[src/sgr_pkg.sv]
// Package with the shared constants, codes and command/status types of the SGR stripper.
`timescale 1ns / 1ps
`default_nettype none

package sgr_pkg;

    // Depth of the buffer that holds the bytes of a candidate sequence.
    localparam int HOLD_DEPTH = 16;
    localparam int CNT_W      = $clog2(HOLD_DEPTH + 1);
    localparam int IDX_W      = $clog2(HOLD_DEPTH);

    // Character codes that make up an SGR sequence.
    localparam logic [7:0] CH_ESC   = 8'h1B;
    localparam logic [7:0] CH_LBR   = 8'h5B;
    localparam logic [7:0] CH_M     = 8'h6D;
    localparam logic [7:0] CH_SEMI  = 8'h3B;
    localparam logic [7:0] CH_DIG_0 = 8'h30;
    localparam logic [7:0] CH_DIG_9 = 8'h39;

    localparam logic [15:0] KEPT_MAX = 16'hFFFF;

    // Scan phase codes.
    typedef logic [1:0] phase_t;
    localparam phase_t PH_IDLE  = 2'd0;
    localparam phase_t PH_ESC   = 2'd1;
    localparam phase_t PH_PARAM = 2'd2;

    // Controller states.
    typedef enum logic [1:0] {
        S_RUN   = 2'b01,
        S_FLUSH = 2'b10
    } sgr_state_t;

    // Commands from the controller to the datapath.
    typedef struct packed {
        logic   take;
        logic   out_load;
        logic   out_from_held;
        logic   out_byte_valid;
        logic   out_end;
        logic   count_inc;
        logic   kept_clear;
        logic   hold_start;
        logic   hold_wr;
        logic   held_clear;
        logic   phase_load;
        phase_t phase_val;
        logic   rd_clr;
        logic   rd_inc;
    } sgr_cmd_t;

    // Status from the datapath to the controller.
    typedef struct packed {
        phase_t phase;
        logic   is_esc;
        logic   is_lbr;
        logic   is_m;
        logic   is_param;
        logic   held_full;
        logic   held_zero;
        logic   rd_last;
        logic   cur_last;
        logic   slot_free;
    } sgr_stat_t;

endpackage

`default_nettype wire

[src/sgr_if.sv]
// Stream interfaces for the input bytes and the result items.
`timescale 1ns / 1ps
`default_nettype none

interface sgr_in_if;
    logic       valid;
    logic       ready;
    logic [7:0] in_byte;
    logic       last;

    modport source (output valid, output in_byte, output last, input ready);
    modport sink (input valid, input in_byte, input last, output ready);
endinterface

interface sgr_out_if;
    logic        valid;
    logic        ready;
    logic [7:0]  out_byte;
    logic        byte_valid;
    logic        end_of_run;
    logic [15:0] visible_len;

    modport source (output valid, output out_byte, output byte_valid, output end_of_run,
                    output visible_len, input ready);
    modport sink (input valid, input out_byte, input byte_valid, input end_of_run,
                  input visible_len, output ready);
endinterface

`default_nettype wire

[src/sgr_datapath.sv]
// Datapath of the SGR stripper: pending byte, hold buffer, counters and output register.
`timescale 1ns / 1ps
`default_nettype none

module sgr_datapath
    import sgr_pkg::*;
(
    input  wire logic       clk,
    input  wire logic       rst_n,
    input  wire logic [7:0] in_byte,
    input  wire logic       last,
    input  wire sgr_cmd_t   cmd,
    output sgr_stat_t       stat,
    sgr_out_if.source       sgr_out
);

    logic [7:0]       cur_byte_reg;
    logic             cur_last_reg;
    logic [7:0]       held_mem [HOLD_DEPTH];
    logic [CNT_W-1:0] held_count_reg, held_count_next;
    logic [IDX_W-1:0] rd_idx_reg, rd_idx_next;
    phase_t           phase_reg, phase_next;
    logic [15:0]      kept_reg, kept_next, kept_inc;
    logic             out_valid_reg, out_valid_next;
    logic [7:0]       out_byte_reg;
    logic             byte_valid_reg;
    logic             end_reg;
    logic [15:0]      vlen_reg;
    logic             slot_free;

    // Pending byte and buffer contents carry no reset.
    always_ff @(posedge clk)
    begin
        if (cmd.take)
        begin
            cur_byte_reg <= in_byte;
            cur_last_reg <= last;
        end
        if (cmd.hold_start)
        begin
            held_mem[0] <= cur_byte_reg;
        end
        else if (cmd.hold_wr)
        begin
            held_mem[held_count_reg[IDX_W-1:0]] <= cur_byte_reg;
        end
        if (cmd.out_load)
        begin
            if (cmd.out_from_held)
                out_byte_reg <= held_mem[rd_idx_reg];
            else if (cmd.out_byte_valid)
                out_byte_reg <= cur_byte_reg;
            else
                out_byte_reg <= '0;
            byte_valid_reg <= cmd.out_byte_valid;
            end_reg        <= cmd.out_end;
            vlen_reg       <= cmd.count_inc ? kept_inc : kept_reg;
        end
    end

    // Byte classes of the pending byte, with the phase and buffer status for the controller.
    always_comb
    begin
        stat.phase     = phase_reg;
        stat.is_esc    = (cur_byte_reg == CH_ESC);
        stat.is_lbr    = (cur_byte_reg == CH_LBR);
        stat.is_m      = (cur_byte_reg == CH_M);
        stat.is_param  = ((cur_byte_reg >= CH_DIG_0) && (cur_byte_reg <= CH_DIG_9))
                         || (cur_byte_reg == CH_SEMI);
        stat.held_full = (held_count_reg == CNT_W'(HOLD_DEPTH));
        stat.held_zero = (held_count_reg == '0);
        stat.rd_last   = ((CNT_W'(rd_idx_reg) + CNT_W'(1)) == held_count_reg);
        stat.cur_last  = cur_last_reg;
        stat.slot_free = slot_free;
    end

    // Next values of the counters and the phase.
    always_comb
    begin
        kept_inc = (kept_reg == KEPT_MAX) ? kept_reg : kept_reg + 16'd1;

        if (cmd.kept_clear)
            kept_next = '0;
        else if (cmd.count_inc)
            kept_next = kept_inc;
        else
            kept_next = kept_reg;

        if (cmd.held_clear)
            held_count_next = '0;
        else if (cmd.hold_start)
            held_count_next = CNT_W'(1);
        else if (cmd.hold_wr)
            held_count_next = held_count_reg + CNT_W'(1);
        else
            held_count_next = held_count_reg;

        if (cmd.rd_clr)
            rd_idx_next = '0;
        else if (cmd.rd_inc)
            rd_idx_next = rd_idx_reg + IDX_W'(1);
        else
            rd_idx_next = rd_idx_reg;

        phase_next = cmd.phase_load ? cmd.phase_val : phase_reg;
    end

    // Output register: a new result may load when the slot is empty or being drained.
    always_comb
    begin
        slot_free = !out_valid_reg || sgr_out.ready;
        if (cmd.out_load)
            out_valid_next = 1'b1;
        else if (sgr_out.ready)
            out_valid_next = 1'b0;
        else
            out_valid_next = out_valid_reg;
    end

    always_ff @(posedge clk or negedge rst_n)
    begin
        if (!rst_n)
        begin
            held_count_reg <= '0;
            rd_idx_reg     <= '0;
            phase_reg      <= PH_IDLE;
            kept_reg       <= '0;
            out_valid_reg  <= 1'b0;
        end
        else
        begin
            held_count_reg <= held_count_next;
            rd_idx_reg     <= rd_idx_next;
            phase_reg      <= phase_next;
            kept_reg       <= kept_next;
            out_valid_reg  <= out_valid_next;
        end
    end

    assign sgr_out.valid       = out_valid_reg;
    assign sgr_out.out_byte    = out_byte_reg;
    assign sgr_out.byte_valid  = byte_valid_reg;
    assign sgr_out.end_of_run  = end_reg;
    assign sgr_out.visible_len = vlen_reg;

`ifndef ASSERT_OFF
    // The hold buffer never counts past its depth.
    a_held_bound: assert property (@(posedge clk) disable iff (!rst_n)
        held_count_reg <= CNT_W'(HOLD_DEPTH))
        else $error("hold count exceeds buffer depth");

    // Right after an ESC the buffer holds exactly that one byte.
    a_esc_one: assert property (@(posedge clk) disable iff (!rst_n)
        (phase_reg == PH_ESC) |-> (held_count_reg == CNT_W'(1)))
        else $error("ESC phase with wrong hold count");

    // An end-only result never changes the visible count.
    a_end_only: assert property (@(posedge clk) disable iff (!rst_n)
        (cmd.out_load && !cmd.out_byte_valid) |-> (cmd.out_end && !cmd.count_inc))
        else $error("end-only result malformed");
`endif

endmodule

`default_nettype wire

[src/sgr_ctrl.sv]
// Controller of the SGR stripper: sequences absorption, emission and literal flushes.
`timescale 1ns / 1ps
`default_nettype none

module sgr_ctrl
    import sgr_pkg::*;
(
    input  wire logic      clk,
    input  wire logic      rst_n,
    input  wire logic      in_valid,
    output logic           in_ready,
    input  wire sgr_stat_t stat,
    output sgr_cmd_t       cmd
);

    sgr_state_t state_reg, state_next;
    logic       pend_reg, pend_next;
    logic       tail_reg, tail_next;
    logic       done;
    logic       phase_idle;
    logic       brk;

    always_comb
    begin
        cmd        = '0;
        state_next = state_reg;
        pend_next  = pend_reg;
        tail_next  = tail_reg;
        in_ready   = 1'b0;
        done       = 1'b0;
        phase_idle = (stat.phase != PH_ESC) && (stat.phase != PH_PARAM);
        // The pending byte breaks a candidate sequence.
        brk = ((stat.phase == PH_ESC) && !stat.is_lbr)
              || ((stat.phase == PH_PARAM) && !(stat.is_param && !stat.held_full)
                  && !stat.is_m);

        case (state_reg)
            S_RUN:
            begin
                if (pend_reg)
                begin
                    if (brk)
                    begin
                        // Flush held bytes literally, then reprocess the byte from idle.
                        state_next = S_FLUSH;
                        tail_next  = 1'b0;
                        cmd.rd_clr = 1'b1;
                    end
                    else if (phase_idle && !stat.is_esc)
                    begin
                        // Plain text byte passes straight to the output register.
                        if (stat.slot_free)
                        begin
                            cmd.out_load       = 1'b1;
                            cmd.out_byte_valid = 1'b1;
                            cmd.out_end        = stat.cur_last;
                            cmd.count_inc      = 1'b1;
                            cmd.kept_clear     = stat.cur_last;
                            done               = 1'b1;
                        end
                    end
                    else
                    begin
                        // Byte belongs to a candidate sequence: hold it or drop the sequence.
                        cmd.phase_load = 1'b1;
                        if (phase_idle)
                        begin
                            cmd.hold_start = 1'b1;
                            cmd.phase_val  = PH_ESC;
                        end
                        else if (stat.phase == PH_ESC)
                        begin
                            cmd.hold_wr   = 1'b1;
                            cmd.phase_val = PH_PARAM;
                        end
                        else if (stat.is_param)
                        begin
                            cmd.hold_wr   = 1'b1;
                            cmd.phase_val = PH_PARAM;
                        end
                        else
                        begin
                            cmd.held_clear = 1'b1;
                            cmd.phase_val  = PH_IDLE;
                        end
                        if (stat.cur_last)
                        begin
                            state_next = S_FLUSH;
                            tail_next  = 1'b1;
                            cmd.rd_clr = 1'b1;
                        end
                        else
                        begin
                            done = 1'b1;
                        end
                    end
                end
                in_ready = !pend_reg || done;
                if (done)
                    pend_next = 1'b0;
                if (in_valid && in_ready)
                begin
                    cmd.take  = 1'b1;
                    pend_next = 1'b1;
                end
            end

            S_FLUSH:
            begin
                if (stat.slot_free)
                begin
                    cmd.out_load = 1'b1;
                    if (stat.held_zero)
                    begin
                        // End of string with nothing to show: end-only result.
                        cmd.out_end    = 1'b1;
                        cmd.kept_clear = 1'b1;
                        cmd.phase_load = 1'b1;
                        cmd.phase_val  = PH_IDLE;
                        state_next     = S_RUN;
                        pend_next      = 1'b0;
                    end
                    else
                    begin
                        cmd.out_from_held  = 1'b1;
                        cmd.out_byte_valid = 1'b1;
                        cmd.count_inc      = 1'b1;
                        cmd.out_end        = tail_reg && stat.rd_last;
                        cmd.rd_inc         = 1'b1;
                        if (stat.rd_last)
                        begin
                            cmd.held_clear = 1'b1;
                            cmd.phase_load = 1'b1;
                            cmd.phase_val  = PH_IDLE;
                            state_next     = S_RUN;
                            if (tail_reg)
                            begin
                                cmd.kept_clear = 1'b1;
                                pend_next      = 1'b0;
                            end
                        end
                    end
                end
            end

            default:
            begin
                state_next = S_RUN;
            end
        endcase
    end

    always_ff @(posedge clk or negedge rst_n)
    begin
        if (!rst_n)
        begin
            state_reg <= S_RUN;
            pend_reg  <= 1'b0;
            tail_reg  <= 1'b0;
        end
        else
        begin
            state_reg <= state_next;
            pend_reg  <= pend_next;
            tail_reg  <= tail_next;
        end
    end

`ifndef ASSERT_OFF
    // No new byte is taken while held bytes are being flushed.
    a_flush_stall: assert property (@(posedge clk) disable iff (!rst_n)
        (state_reg == S_FLUSH) |-> !in_ready)
        else $error("input accepted during flush");

    // A flush always works on behalf of a pending byte.
    a_flush_pend: assert property (@(posedge clk) disable iff (!rst_n)
        (state_reg == S_FLUSH) |-> pend_reg)
        else $error("flush without pending byte");

    // A result is loaded only into a free output slot.
    a_slot: assert property (@(posedge clk) disable iff (!rst_n)
        cmd.out_load |-> stat.slot_free)
        else $error("output register overwritten");
`endif

endmodule

`default_nettype wire

[src/ansi_sgr_strip_unit.sv]
// Top level of the SGR stripper: controller and datapath joined by command and status.
//
//  Channel  Role  Payload                                          Transfer
//  sgr_in   sink  in_byte[8], last[1]                              valid & ready
//  sgr_out  src   out_byte[8], byte_valid, end_of_run, visible_len valid & ready
//
// Plain text bytes and absorbed sequence bytes stream at one per cycle while the
// output register drains. A broken or overflowing sequence sends the controller to
// its flush state, which emits the held bytes one by one through the single read
// port of the hold buffer and then hands the breaking byte back to be scanned from
// idle. A last byte that leaves bytes held has them flushed the same way, or gives
// an end-only result when nothing is left to show. Reset clears phase and counters
// at once; there is no clearing pass. A stalled output holds the controller in place.
`timescale 1ns / 1ps
`default_nettype none

module ansi_sgr_strip_unit
    import sgr_pkg::*;
(
    input  wire logic clk,
    input  wire logic rst_n,
    sgr_in_if.sink    sgr_in,
    sgr_out_if.source sgr_out
);

    sgr_cmd_t  cmd;
    sgr_stat_t stat;
    logic      in_ready;

    assign sgr_in.ready = in_ready;

    // Sequencing of each transaction.
    sgr_ctrl u_ctrl (
        .clk      (clk),
        .rst_n    (rst_n),
        .in_valid (sgr_in.valid),
        .in_ready (in_ready),
        .stat     (stat),
        .cmd      (cmd)
    );

    // Storage and result formation.
    sgr_datapath u_datapath (
        .clk     (clk),
        .rst_n   (rst_n),
        .in_byte (sgr_in.in_byte),
        .last    (sgr_in.last),
        .cmd     (cmd),
        .stat    (stat),
        .sgr_out (sgr_out)
    );

endmodule

`default_nettype wire

[src/flat_wrapper.sv]
// flat-port wrapper written by rule: the top's interface ports become plain ports
module ansi_sgr_strip_unit_flat import sgr_pkg::*;
  (clk, rst_n, sgr_in_valid, sgr_in_in_byte, sgr_in_last, sgr_in_ready, sgr_out_valid, sgr_out_out_byte, sgr_out_byte_valid, sgr_out_end_of_run, sgr_out_visible_len, sgr_out_ready);
  sgr_in_if sgr_in_i ();
  sgr_out_if sgr_out_i ();
  input  wire logic clk;
  input  wire logic rst_n;
  input wire logic [$bits(sgr_in_i.valid)-1:0] sgr_in_valid;
  input wire logic [$bits(sgr_in_i.in_byte)-1:0] sgr_in_in_byte;
  input wire logic [$bits(sgr_in_i.last)-1:0] sgr_in_last;
  output wire logic [$bits(sgr_in_i.ready)-1:0] sgr_in_ready;
  output wire logic [$bits(sgr_out_i.valid)-1:0] sgr_out_valid;
  output wire logic [$bits(sgr_out_i.out_byte)-1:0] sgr_out_out_byte;
  output wire logic [$bits(sgr_out_i.byte_valid)-1:0] sgr_out_byte_valid;
  output wire logic [$bits(sgr_out_i.end_of_run)-1:0] sgr_out_end_of_run;
  output wire logic [$bits(sgr_out_i.visible_len)-1:0] sgr_out_visible_len;
  input wire logic [$bits(sgr_out_i.ready)-1:0] sgr_out_ready;
  assign sgr_in_i.valid = sgr_in_valid;
  assign sgr_in_i.in_byte = sgr_in_in_byte;
  assign sgr_in_i.last = sgr_in_last;
  assign sgr_in_ready = sgr_in_i.ready;
  assign sgr_out_valid = sgr_out_i.valid;
  assign sgr_out_out_byte = sgr_out_i.out_byte;
  assign sgr_out_byte_valid = sgr_out_i.byte_valid;
  assign sgr_out_end_of_run = sgr_out_i.end_of_run;
  assign sgr_out_visible_len = sgr_out_i.visible_len;
  assign sgr_out_i.ready = sgr_out_ready;
  ansi_sgr_strip_unit u_core (.clk(clk), .rst_n(rst_n), .sgr_in(sgr_in_i), .sgr_out(sgr_out_i));
endmodule
[config.mk]
export PLATFORM = sky130hd
export DESIGN_NAME = ansi_sgr_strip_unit_flat
export DESIGN_NICKNAME = d
export VERILOG_FILES = /design/src/sgr_pkg.sv /design/src/sgr_if.sv /design/src/sgr_datapath.sv /design/src/sgr_ctrl.sv /design/src/ansi_sgr_strip_unit.sv /design/src/flat_wrapper.sv
export SDC_FILE = /design/constraint.sdc
export NUM_CORES = 1
export LEC_CHECK = 0
export ABC_AREA = 1
export BUFFER_PORTS_ARGS = -buffer_cell sky130_fd_sc_hd__buf_2
export CAP_MARGIN = 20
export CORE_MARGIN = 2
export CORE_UTILIZATION = 48
export DETAILED_ROUTE_END_ITERATION = 6
export GPL_TIMING_DRIVEN = 0
export HOLD_SLACK_MARGIN = 0.1
export PLACE_DENSITY = 0.76
export SKIP_CTS_REPAIR_TIMING = 1
export SYNTH_ARGS = -nofsm -noshare
export SYNTH_HDL_FRONTEND = slang
export SYNTH_SLANG_ARGS = --single-unit
[constraint.sdc]
create_clock -name clk -period 4.1 [get_ports clk]
set_clock_uncertainty 0.05 [all_clocks]
set_input_delay 0.41 -clock clk [delete_from_list [all_inputs] [get_ports clk]]
set_output_delay 0.41 -clock clk [all_outputs]
set_load 0.05 [all_outputs]
==> flow_summary.yaml, run 1 <==
setup_path:
  crit_path_max_fanout: 20
  slowest_stage: "edfxtp_1"
  worst-path-buf-inv: 1
  regToRegStartpoint: "u_core.u_datapath.cur_byte_reg[1]$_DFFE_PP_"
  rrSetupSlack_ns: 0.66
  crit_cells: 10
  end_kind: "flip-flop"
  r2r-end: "u_core.u_datapath.held_mem[6][7]$_DFFE_PP_"
  cpPeakStageDelay_ns: 0.86
  crit_start: "u_core.u_datapath.cur_byte_reg[1]$_DFFE_PP_"
  rr_worst_depth: 10
  cp-endpoint: "u_core.u_datapath.held_mem[6][7]$_DFFE_PP_"
  crit_arrival_ns: 3.44
  critPathMostFrequentCell: "nand2_1"
  path_cells: "nand2_1, nor2_1, nand2_1, nand2_1, nand2_1, nor2_2, nand3_2, inv_2, nand3_1, nor2_1"
  criticalPathCategory: "flip-flop to flip-flop"
  cp-start-kind: "flip-flop"
  cp.required_ns: 4.11
  cpLargestDelayFamily: "simple AND/OR/NAND/NOR gates"
pwr:
  p_leak_nw: 3.97
  p_comb_share_pct: 21.7
  power.switching_mw: 1.75
  intPower_mw: 3.62
  clkPwrFrac_pct: 32.0
  power.share.sequential_pct: 46.3
  finalPower_mw: 5.37
  power.density_mw_per_mm2: 539
  vdd_drop_max_mv: 0.417
  swShare_pct: 32.6
yosys:
  syn_inst: 838
  synth_top_area_share_pct: 55.9
  post_synth_instance_area_sq_mm: 0.00875
  yosysSeqAreaShare_pct: 65.1
  synth_top_area_cell: "edfxtp_1"
  synth_compound_area_share_pct: 7.72
  synth-simple-area-share_pct: 19.6
  synth_top_family_by_area: "simple AND/OR/NAND/NOR gates"
  avgSynthCellArea_sq_um: 10.4
  syn_nets: 859
  synth-xor-area-share_pct: 1.60
  synth_warnings: 0
  yosysUniqueCellTypes: 41
  synth_seq_cells: 195
  synth_mux_area_share_pct: 0
  synth_area_leaders: "edfxtp_1 (56%), dfrtp_1 (8.9%), nand2_1 (8.8%), nand3_1 (4.0%), nor2_1 (3.4%)"
  synthAdderAreaFrac_pct: 1.14
clocking:
  cts_tree: "built"
  clockBufferDepth: 2
  numCtsBuffers: 17
  cts_root_buffer: "clkbuf_16"
  h-tree-depth: 4
  clkLatencyLatePin_ns: 0.44
  clk_pin_slew_worst_paths_ns: 0.07
  numClockSinks: 195
floorplanning:
  rows: 49
  die_x_microns: 139
  start_util_pct: 48.9
  fp.dieArea_sq_mm: 0.0193
  core_region_area_sq_mm: 0.0179
  die_y_microns: 139
  io_pins: 41
detailed_routing:
  first_pass_iters: 5
  antenna_left: 0
  vias: 6337
  drt_iter0_markers: 640
  via_per_inst: 5.51
  remaining_drc_errors: 0
  wl_microns: 20000
  detail_route.wl_per_cell_microns: 17.4
layout:
  layout-drive-gt1-share_pct: 14.1
  largest_register_ffs: 128
  final_nets: 929
  regArea_sq_mm: 0.00570
  antenna_cells: 0
  fin_area_sq_mm: 0.00997
  syn_to_final_growth_pct: 13.9
  multi_input_area_sq_mm: 0.00263
  fill_cells: 1501
sta:
  relSlewSlack_pct: 31.3
  fin_crit_ns: 3.44
  finalSetupViolCount: 0
  fin_crit_sh_pct: 83.8
  worst-slew-pin-transition_ns: 1.03
  setup_tns_ns: 0
  rsz0062_at_grt: "false"
  final_hold_viol_count: 0
  slew_viol_final: 0
  whs_ns: 0.114
  fmax_mhz: 291
grt:
  grt_pass1_vias: 6086
  grt.overflow.total: 0
  grt_antenna_before_repair: 0
  track_usage_pct: 21.0
  grt_pass1_wl_microns: 31500
  grt_max_degree: 33
min_path:
  worstHoldStart: "sgr_in_in_byte[3]"
  hp-class: "input port to flip-flop"
  hold_depth: 1
placement:
  place_area_sq_mm: 0.00925
  gp_congestion: 0.896
  hpwl_microns: 13400
  port_buffers: 40
status:
  status: "finished, final reports clean"
job:
  cap_violations: 0
## synth_stat cells (all sizes together)
master  number
ha           8
nor3        10
clkinv       3
o21ai       59
buf         15
a21boi       3
or2          2
o221a        3
o21bai       1
edfxtp     163
a221oi       5
xnor2        4
dfrtp       31
clkbuf      15
xor2        12
dfstp        1
a21oi       25
nand3       72
inv         71
nand2      221
o31ai        1
nor2        83
a211oi       5
nand4       11
o221ai       3
o22ai       11
## cell usage in the layout, fill, tap and decap left out, types with 3 or more instances in the layout
cell type	count
o221ai_1	3
o221a_2	3
xnor2_1	4
nand2_4	3
dlygate4sd3_1	9
xor2_1	12
buf_2	50
clkinv_1	6
nand4_1	10
inv_1	54
o22ai_1	11
nand2_1	206
inv_6	4
nand3_1	70
a21oi_1	25
edfxtp_1	163
a221oi_1	5
o21ai_1	6
inv_2	17
dfrtp_1	31
a211oi_1	5
clkbuf_16	17
bufinv_16	3
ha_1	8
nor2_1	80
o21ai_0	52
nor3_1	10
clkbuf_1	15
nand2_2	12
## power by group through the flow
| stage | sequential (mW) | combinational [mW] | clock [mW] |
|---|---|---|---|
| 2_1_floorplan | 2.84 | 0.509 | 0 |
| 3_3_place_gp | 2.53 | 1.11 | 0 |
| 3_5_place_dp | 2.54 | 1.13 | 0 |
| 4_1_cts | 2.50 | 1.13 | 1.72 |
| 5_1_grt | 2.51 | 1.26 | 1.79 |
| 6_report | 2.49 | 1.17 | 1.72 |
## per-stage QoR
stage                     instances  util (%)  worst slack [ns]
after floorplan                 838         -              1.60
after global placement         1107      51.6             0.809
after detailed placement       1108      51.6             0.714
after CTS                      1140      55.0             0.663
after global routing           1150      55.7             0.430
final                          1150      55.7             0.663
## worst min path at each step
| stage | end | slack, ns |
|---|---|---|
| 2_1_floorplan | u_core.u_ctrl.pend_reg$_DFFE_PN0P_ | 0.06 |
| 4_1_cts | u_core.u_datapath.kept_reg[8]$_DFF_PN0_ | 0.003 |
| 3_3_place_gp | u_core.u_ctrl.state_reg[0]$_DFFE_PN1P_ | 0.45 |
| 3_5_place_dp | u_core.u_datapath.phase_reg[0]$_DFFE_PN0P_ | 0.46 |
| 5_1_grt | u_core.u_datapath.cur_byte_reg[3]$_DFFE_PP_ | 0.11 |
| 6_report | u_core.u_datapath.cur_byte_reg[3]$_DFFE_PP_ | 0.11 |
## cell type report
class                           instances  share of cell area [%]
Sequential cell                       195                    57.2
Multi-Input combinational cell        539                    26.4
Clock buffer                           17                    4.27
Timing Repair Buffer                   51                    3.26
Tap cell                              229                    2.88
Inverter                               74                    2.79
Clock inverter                         15                    1.77
Buffer                                 30                    1.48
## worst reg2reg max path, stage by stage (launching register included)
cell and delay, ns:
edfxtp_1 0.86, nand2_1 0.15, nor2_1 0.23, nand2_1 0.08, nand2_1 0.14, nand2_1 0.09, nor2_2 0.14, nand3_2 0.16
inv_2 0.17, nand3_1 0.16, nor2_1 0.83
## metal layers
layer  track usage [%]  vias to the layer above  part of all wire [%]  wire length, microns
met5                 0                        -                     0                     0
met4              8.83                        0                   3.0                   595
met3              3.63                       42                   6.9                  1390
met2              35.1                      264                    49                  9800
met1              27.4                     3012                    41                  8260
li1                  -                     3019                     -                     -
## cell families after synthesis
logic type      Yosys count
simple gates            399
flops                   195
compound gates          116
buf+inv                 104
xor+xnor                 16
fa+ha+maj                 8
(Power assumes the default switching activity.)
==> run 2, diff against run 1 <==
--- a/config.mk
+++ b/config.mk
@@ -5,7 +5,7 @@
 export SDC_FILE = /design/constraint.sdc
 export NUM_CORES = 1
 export LEC_CHECK = 0
-export ABC_AREA = 1
+export ABC_AREA = 0
 export BUFFER_PORTS_ARGS = -buffer_cell sky130_fd_sc_hd__buf_2
 export CAP_MARGIN = 20
 export CORE_MARGIN = 2
==> constraint.sdc (replaced) <==
create_clock -name clk -period 3.35 [get_ports clk]
set_clock_uncertainty 0.05 [all_clocks]
set_input_delay 0.335 -clock clk [delete_from_list [all_inputs] [get_ports clk]]
set_output_delay 0.335 -clock clk [all_outputs]
set_load 0.05 [all_outputs]
==> flow_summary.yaml, run 2 <==
status:
  status: "finished, final reports clean"
sta:
  slew_viol_final: 0
  fin_crit_ns: 3.27
  fmax_mhz: 306
  fin_crit_sh_pct: 97.5
  rsz0062_at_grt: "true"
  finalSetupViolCount: 0
  worst-slew-pin-transition_ns: 0.927
  final_hold_viol_count: 0
  whs_ns: 0.162
  relSlewSlack_pct: 38.2
yosys:
  yosysUniqueCellTypes: 57
  synth_top_area_cell: "edfxtp_1"
  syn_inst: 584
  ys.flop_type: "edfxtp_1"
  yosysSeqAreaShare_pct: 67.9
  synth_enable_flop_cells: 163
  syn_nets: 605
  synth_seq_cells: 195
  synth_top_area_share_pct: 58.3
  avgSynthCellArea_sq_um: 14.4
  synth_common_cells: "edfxtp_1 (163), a21oi_1 (39), nand2_1 (36)"
  post_synth_instance_area_sq_mm: 0.00839
  synth_most_common_cell: "edfxtp_1"
  synth_area_leaders: "edfxtp_1 (58%), dfrtp_1 (9.2%), mux4_2 (4.3%), mux2i_1 (3.0%), a21oi_1 (2.3%)"
  synth_warnings: 0
  async_reset_ff_share_pct: 16.4
setup_path:
  end_kind: "flip-flop"
  r2r-end: "u_core.u_datapath.held_mem[6][4]$_DFFE_PP_"
  criticalPathCategory: "flip-flop to flip-flop"
  rrSetupSlack_ns: 0.08
  rr_worst_depth: 8
  cp-endpoint: "u_core.u_datapath.held_mem[6][4]$_DFFE_PP_"
  cp-start-kind: "flip-flop"
  crit_arrival_ns: 3.29
  cp.required_ns: 3.37
  crit_start: "u_core.u_ctrl.state_reg[0]$_DFFE_PN1P_"
  crit_path_max_fanout: 9
  regToRegStartpoint: "u_core.u_ctrl.state_reg[0]$_DFFE_PN1P_"
layout:
  final_cell_mix: "edfxtp_1 (163), buf_2 (47), a21oi_1 (39)"
  largest_register_ffs: 128
  final_common_cell: "edfxtp_1"
  layout-drive-gt1-share_pct: 22.8
  antenna_cells: 0
  fin_util_pct: 57.3
  fin_area_sq_mm: 0.00985
  final_nets: 704
  syn_to_final_growth_pct: 17.3
clocking:
  cts_root_buffer: "clkbuf_16"
  clockBufferDepth: 2
  h-tree-depth: 4
  cts_tree: "built"
  numCtsBuffers: 17
  clk_pin_slew_worst_paths_ns: 0.07
  numClockSinks: 195
  clkLatencyLatePin_ns: 0.43
pwr:
  p_leak_nw: 3.39
  swShare_pct: 36.9
  p_comb_share_pct: 32.9
  vdd_drop_max_mv: 0.610
  finalPower_mw: 7.74
  power.density_mw_per_mm2: 786
  power.switching_mw: 2.85
  intPower_mw: 4.88
  clkPwrFrac_pct: 25.1
  power.share.sequential_pct: 42.0
placement:
  gp_congestion: 0.876
  port_buffers: 40
  place_area_sq_mm: 0.00892
  hpwl_microns: 12100
floorplanning:
  core_region_area_sq_mm: 0.0172
  start_util_pct: 48.9
  io_pins: 41
  die_y_microns: 136
  fp.dieArea_sq_mm: 0.0186
  die_x_microns: 136
  rows: 48
detailed_routing:
  antenna_left: 0
  drt_iter0_markers: 734
  vias: 5628
  via_per_inst: 6.11
  detail_route.wl_per_cell_microns: 21.0
  wl_microns: 19300
  first_pass_iters: 7
  remaining_drc_errors: 0
grt:
  grt_pass1_wl_microns: 28000
  grt_max_degree: 33
  grt_pass1_vias: 5279
  grt_antenna_before_repair: 0
  track_usage_pct: 20.1
  grt.overflow.total: 0
job:
  cap_violations: 0
min_path:
  hp-class: "input port to flip-flop"
run 2: per-stage QoR:
| step | cells | setup slack, ns | TNS [ns] |
|---|---|---|---|
| 4_1_cts | 884 | -0.748 | -53.78 |
| 5_1_grt | 921 | -0.0558 | -0.780 |
| 2_1_floorplan | 584 | 0.0750 | 0 |
| 3_5_place_dp | 852 | -0.796 | -54.90 |
| 6_report | 921 | 0.0831 | 0 |
| 3_3_place_gp | 849 | -0.700 | -40.59 |
run 2: worst min path at each step:
stage	from	to	slack, ns	depth (start not counted)
2_1_floorplan	rst_n	u_core.u_ctrl.pend_reg$_DFFE_PN0P_	-0.01	0
3_3_place_gp	rst_n	u_core.u_datapath.kept_reg[1]$_DFF_PN0_	0.39	1
3_5_place_dp	rst_n	u_core.u_datapath.kept_reg[0]$_DFF_PN0_	0.39	1
4_1_cts	rst_n	u_core.u_datapath.kept_reg[0]$_DFF_PN0_	-0.05	1
5_1_grt	sgr_in_valid	u_core.u_ctrl.pend_reg$_DFFE_PN0P_	0.21	3
6_report	sgr_in_valid	u_core.u_ctrl.pend_reg$_DFFE_PN0P_	0.16	3
run 2: power by group through the flow:
stage / Clock, mW / Sequential, mW / Combinational (mW)
after global placement: 0 / 3.39 / 2.11
final: 1.94 / 3.25 / 2.54
after global routing: 2.05 / 3.28 / 2.71
after CTS: 1.95 / 3.36 / 2.24
after detailed placement: 0 / 3.41 / 2.23
after floorplan: 0 / 3.87 / 1.09
run 2: final cells by class:
| class | instances | area, sq um |
|---|---|---|
| Buffer | 30 | 121 |
| Inverter | 11 | 41.3 |
| Multi-Input combinational cell | 347 | 2580 |
| Timing Repair Buffer | 81 | 561 |
| Tap cell | 225 | 282 |
| Sequential cell | 195 | 5700 |
| Fill cell | 1352 | 7330 |
| Clock buffer | 19 | 433 |
| Clock inverter | 13 | 126 |
run 2: logic make-up (layout without fill, tap and decap cells):
family / count (synthesis) / count (layout) / synth area share, %
buffers and inverters: 42 / 154 / 1.97
AOI/OAI and AO/OA: 131 / 131 / 10.2
and+or+nand+nor: 149 / 149 / 9.39
adders and majority gates: 8 / 8 / 1.19
DFF: 195 / 195 / 67.9
muxes: 50 / 50 / 8.48
xor gates and xnor gates: 9 / 9 / 0.939
run 2: metal layers:
layer	wire (microns)	up-vias	GRT usage, %
li1	-	2491	-
met1	7690	2783	26.8
met2	9580	312	32.3
met3	1460	42	3.47
met4	580	0	9.32
met5	0	-	0
run 2: worst max-delay path: stages, from the launching register on:
cell     delay [ns]
dfstp_2        0.54
ha_1           0.25
nand2_1        0.18
or2_1          0.27
buf_2          0.16
or3_1          0.30
buf_2          0.19
or3_1          0.50
nor2_2         0.46
==> run 3, diff against run 2 <==
--- a/config.mk
+++ b/config.mk
@@ -13,7 +13,7 @@
 export DETAILED_ROUTE_END_ITERATION = 6
 export GPL_TIMING_DRIVEN = 0
 export HOLD_SLACK_MARGIN = 0.1
-export PLACE_DENSITY = 0.76
+export PLACE_DENSITY = 0.71
 export SKIP_CTS_REPAIR_TIMING = 1
 export SYNTH_ARGS = -nofsm -noshare
 export SYNTH_HDL_FRONTEND = slang
==> flow_summary.yaml, run 3 (synthesis results as in run 2) <==
grt:
  grt_pass1_wl_microns: 27900
  grt_antenna_before_repair: 0
  grt_pass1_vias: 5094
  track_usage_pct: 20.1
  grt_max_degree: 33
  grt.overflow.total: 0
setup_path:
  crit_start: "u_core.u_ctrl.state_reg[0]$_DFFE_PN1P_"
  cp-start-kind: "flip-flop"
  criticalPathCategory: "flip-flop to flip-flop"
  regToRegStartpoint: "u_core.u_ctrl.state_reg[0]$_DFFE_PN1P_"
  crit_path_max_fanout: 9
  cp.required_ns: 3.44
  crit_arrival_ns: 3.27
  end_kind: "flip-flop"
sta:
  fmax_mhz: 314
  whs_ns: 0.156
  worst-slew-pin-transition_ns: 0.898
  final_hold_viol_count: 0
  rsz0062_at_grt: "false"
  finalSetupViolCount: 0
  fin_crit_ns: 3.18
  slew_viol_final: 0
  relSlewSlack_pct: 40.1
  worst_slack_ns: 0.167
  fin_crit_sh_pct: 95.0
layout:
  final_common_cell: "edfxtp_1"
  largest_register_ffs: 128
  fin_area_sq_mm: 0.00982
  final_nets: 702
  antenna_cells: 0
  final_cell_mix: "edfxtp_1 (163), buf_2 (48), a21oi_1 (39)"
  fin_cells: 919
  syn_to_final_growth_pct: 17.0
  layout-drive-gt1-share_pct: 23.2
  fill_cells: 1370
detailed_routing:
  first_pass_iters: 5
  remaining_drc_errors: 0
  wl_microns: 19000
  via_per_inst: 5.97
  vias: 5486
  drt_iter0_markers: 661
  detail_route.wl_per_cell_microns: 20.6
  antenna_left: 0
clocking:
  cts_root_buffer: "clkbuf_16"
  clockBufferDepth: 2
  numClockSinks: 195
  numCtsBuffers: 17
  h-tree-depth: 4
  cts_tree: "built"
  clk_pin_slew_worst_paths_ns: 0.07
  clkLatencyLatePin_ns: 0.43
placement:
  gp_congestion: 0.849
  placedCellCount: 852
  hpwl_microns: 12000
  port_buffers: 40
  place_area_sq_mm: 0.00890
  dp_slack_ns: -0.878
pwr:
  power.density_mw_per_mm2: 780
  finalPower_mw: 7.66
  p_leak_nw: 3.37
  vdd_drop_max_mv: 0.576
min_path:
  hp-class: "input port to flip-flop"
  worstHoldStart: "sgr_in_valid"
floorplanning:
  io_pins: 41
  core_region_area_sq_mm: 0.0172
  start_util_pct: 48.9
  fp.dieArea_sq_mm: 0.0186
  rows: 48
  die_y_microns: 136
  die_x_microns: 136
status:
  status: "finished, final reports clean"
job:
  cap_violations: 0
run 3: final cells by class:
class / instances / area, sq um / share of cell area (%)
sequential: 195 / 5700 / 58.0
multi-input combinational: 347 / 2600 / 26.5
timing repair buffer: 79 / 534 / 5.44
clock buffer: 17 / 425 / 4.33
tap: 225 / 282 / 2.87
buffer: 30 / 121 / 1.24
clock inverter: 15 / 120 / 1.22
inverter: 11 / 41.3 / 0.420
run 3: worst max-delay path, stage by stage (launching register included):
cell	delay (ns)
dfstp_2	0.54
ha_1	0.24
nand2_1	0.16
or2_1	0.25
buf_2	0.17
or3_1	0.31
buf_2	0.17
or3_1	0.48
nor3_2	0.26
buf_2	0.26
run 3: metal layers:
metal,track usage [%],vias up,share of wire (%)
met5,0,-,0
met4,6.48,0,2.1
met3,3.65,35,6.3
met2,31.3,230,49
met1,28.8,2734,43
li1,-,2487,-
run 3: per-stage QoR:
| step | utilization (%) | TNS [ns] |
|---|---|---|
| 2_1_floorplan | - | 0 |
| 3_3_place_gp | 51.7 | -49.91 |
| 3_5_place_dp | 51.8 | -61.76 |
| 4_1_cts | 55.0 | -66.34 |
| 5_1_grt | 57.2 | 0 |
| 6_report | 57.2 | 0 |
run 3: final timing paths:
path | end | slack (ns) | cells after the start
worst max-delay path | u_core.u_datapath.held_mem[12][5]$_DFFE_PP_ | 0.17 | 9
worst min-delay path | u_core.u_ctrl.pend_reg$_DFFE_PN0P_ | 0.16 | 3
worst max register to register | u_core.u_datapath.held_mem[12][5]$_DFFE_PP_ | 0.17 | 9
worst min register to register | u_core.u_ctrl.tail_reg$_DFFE_PN0P_ | 0.45 | 1
max in group asynchronous | u_core.u_datapath.held_count_reg[1]$_DFFE_PN0P_ | 2.22 | 2
min in group asynchronous | u_core.u_datapath.kept_reg[1]$_DFF_PN0_ | 0.47 | 2
run 3: report_power, final:
| part | switching, mW | leakage [nW] | total [mW] | internal, mW |
|---|---|---|---|---|
| Combinational | 1.78 | 1.19 | 2.51 | 0.725 |
| Clock | 0.936 | 0.272 | 1.91 | 0.972 |
| Sequential | 0.149 | 1.91 | 3.25 | 3.10 |
| Total | 2.87 | 3.37 | 7.66 | 4.79 |
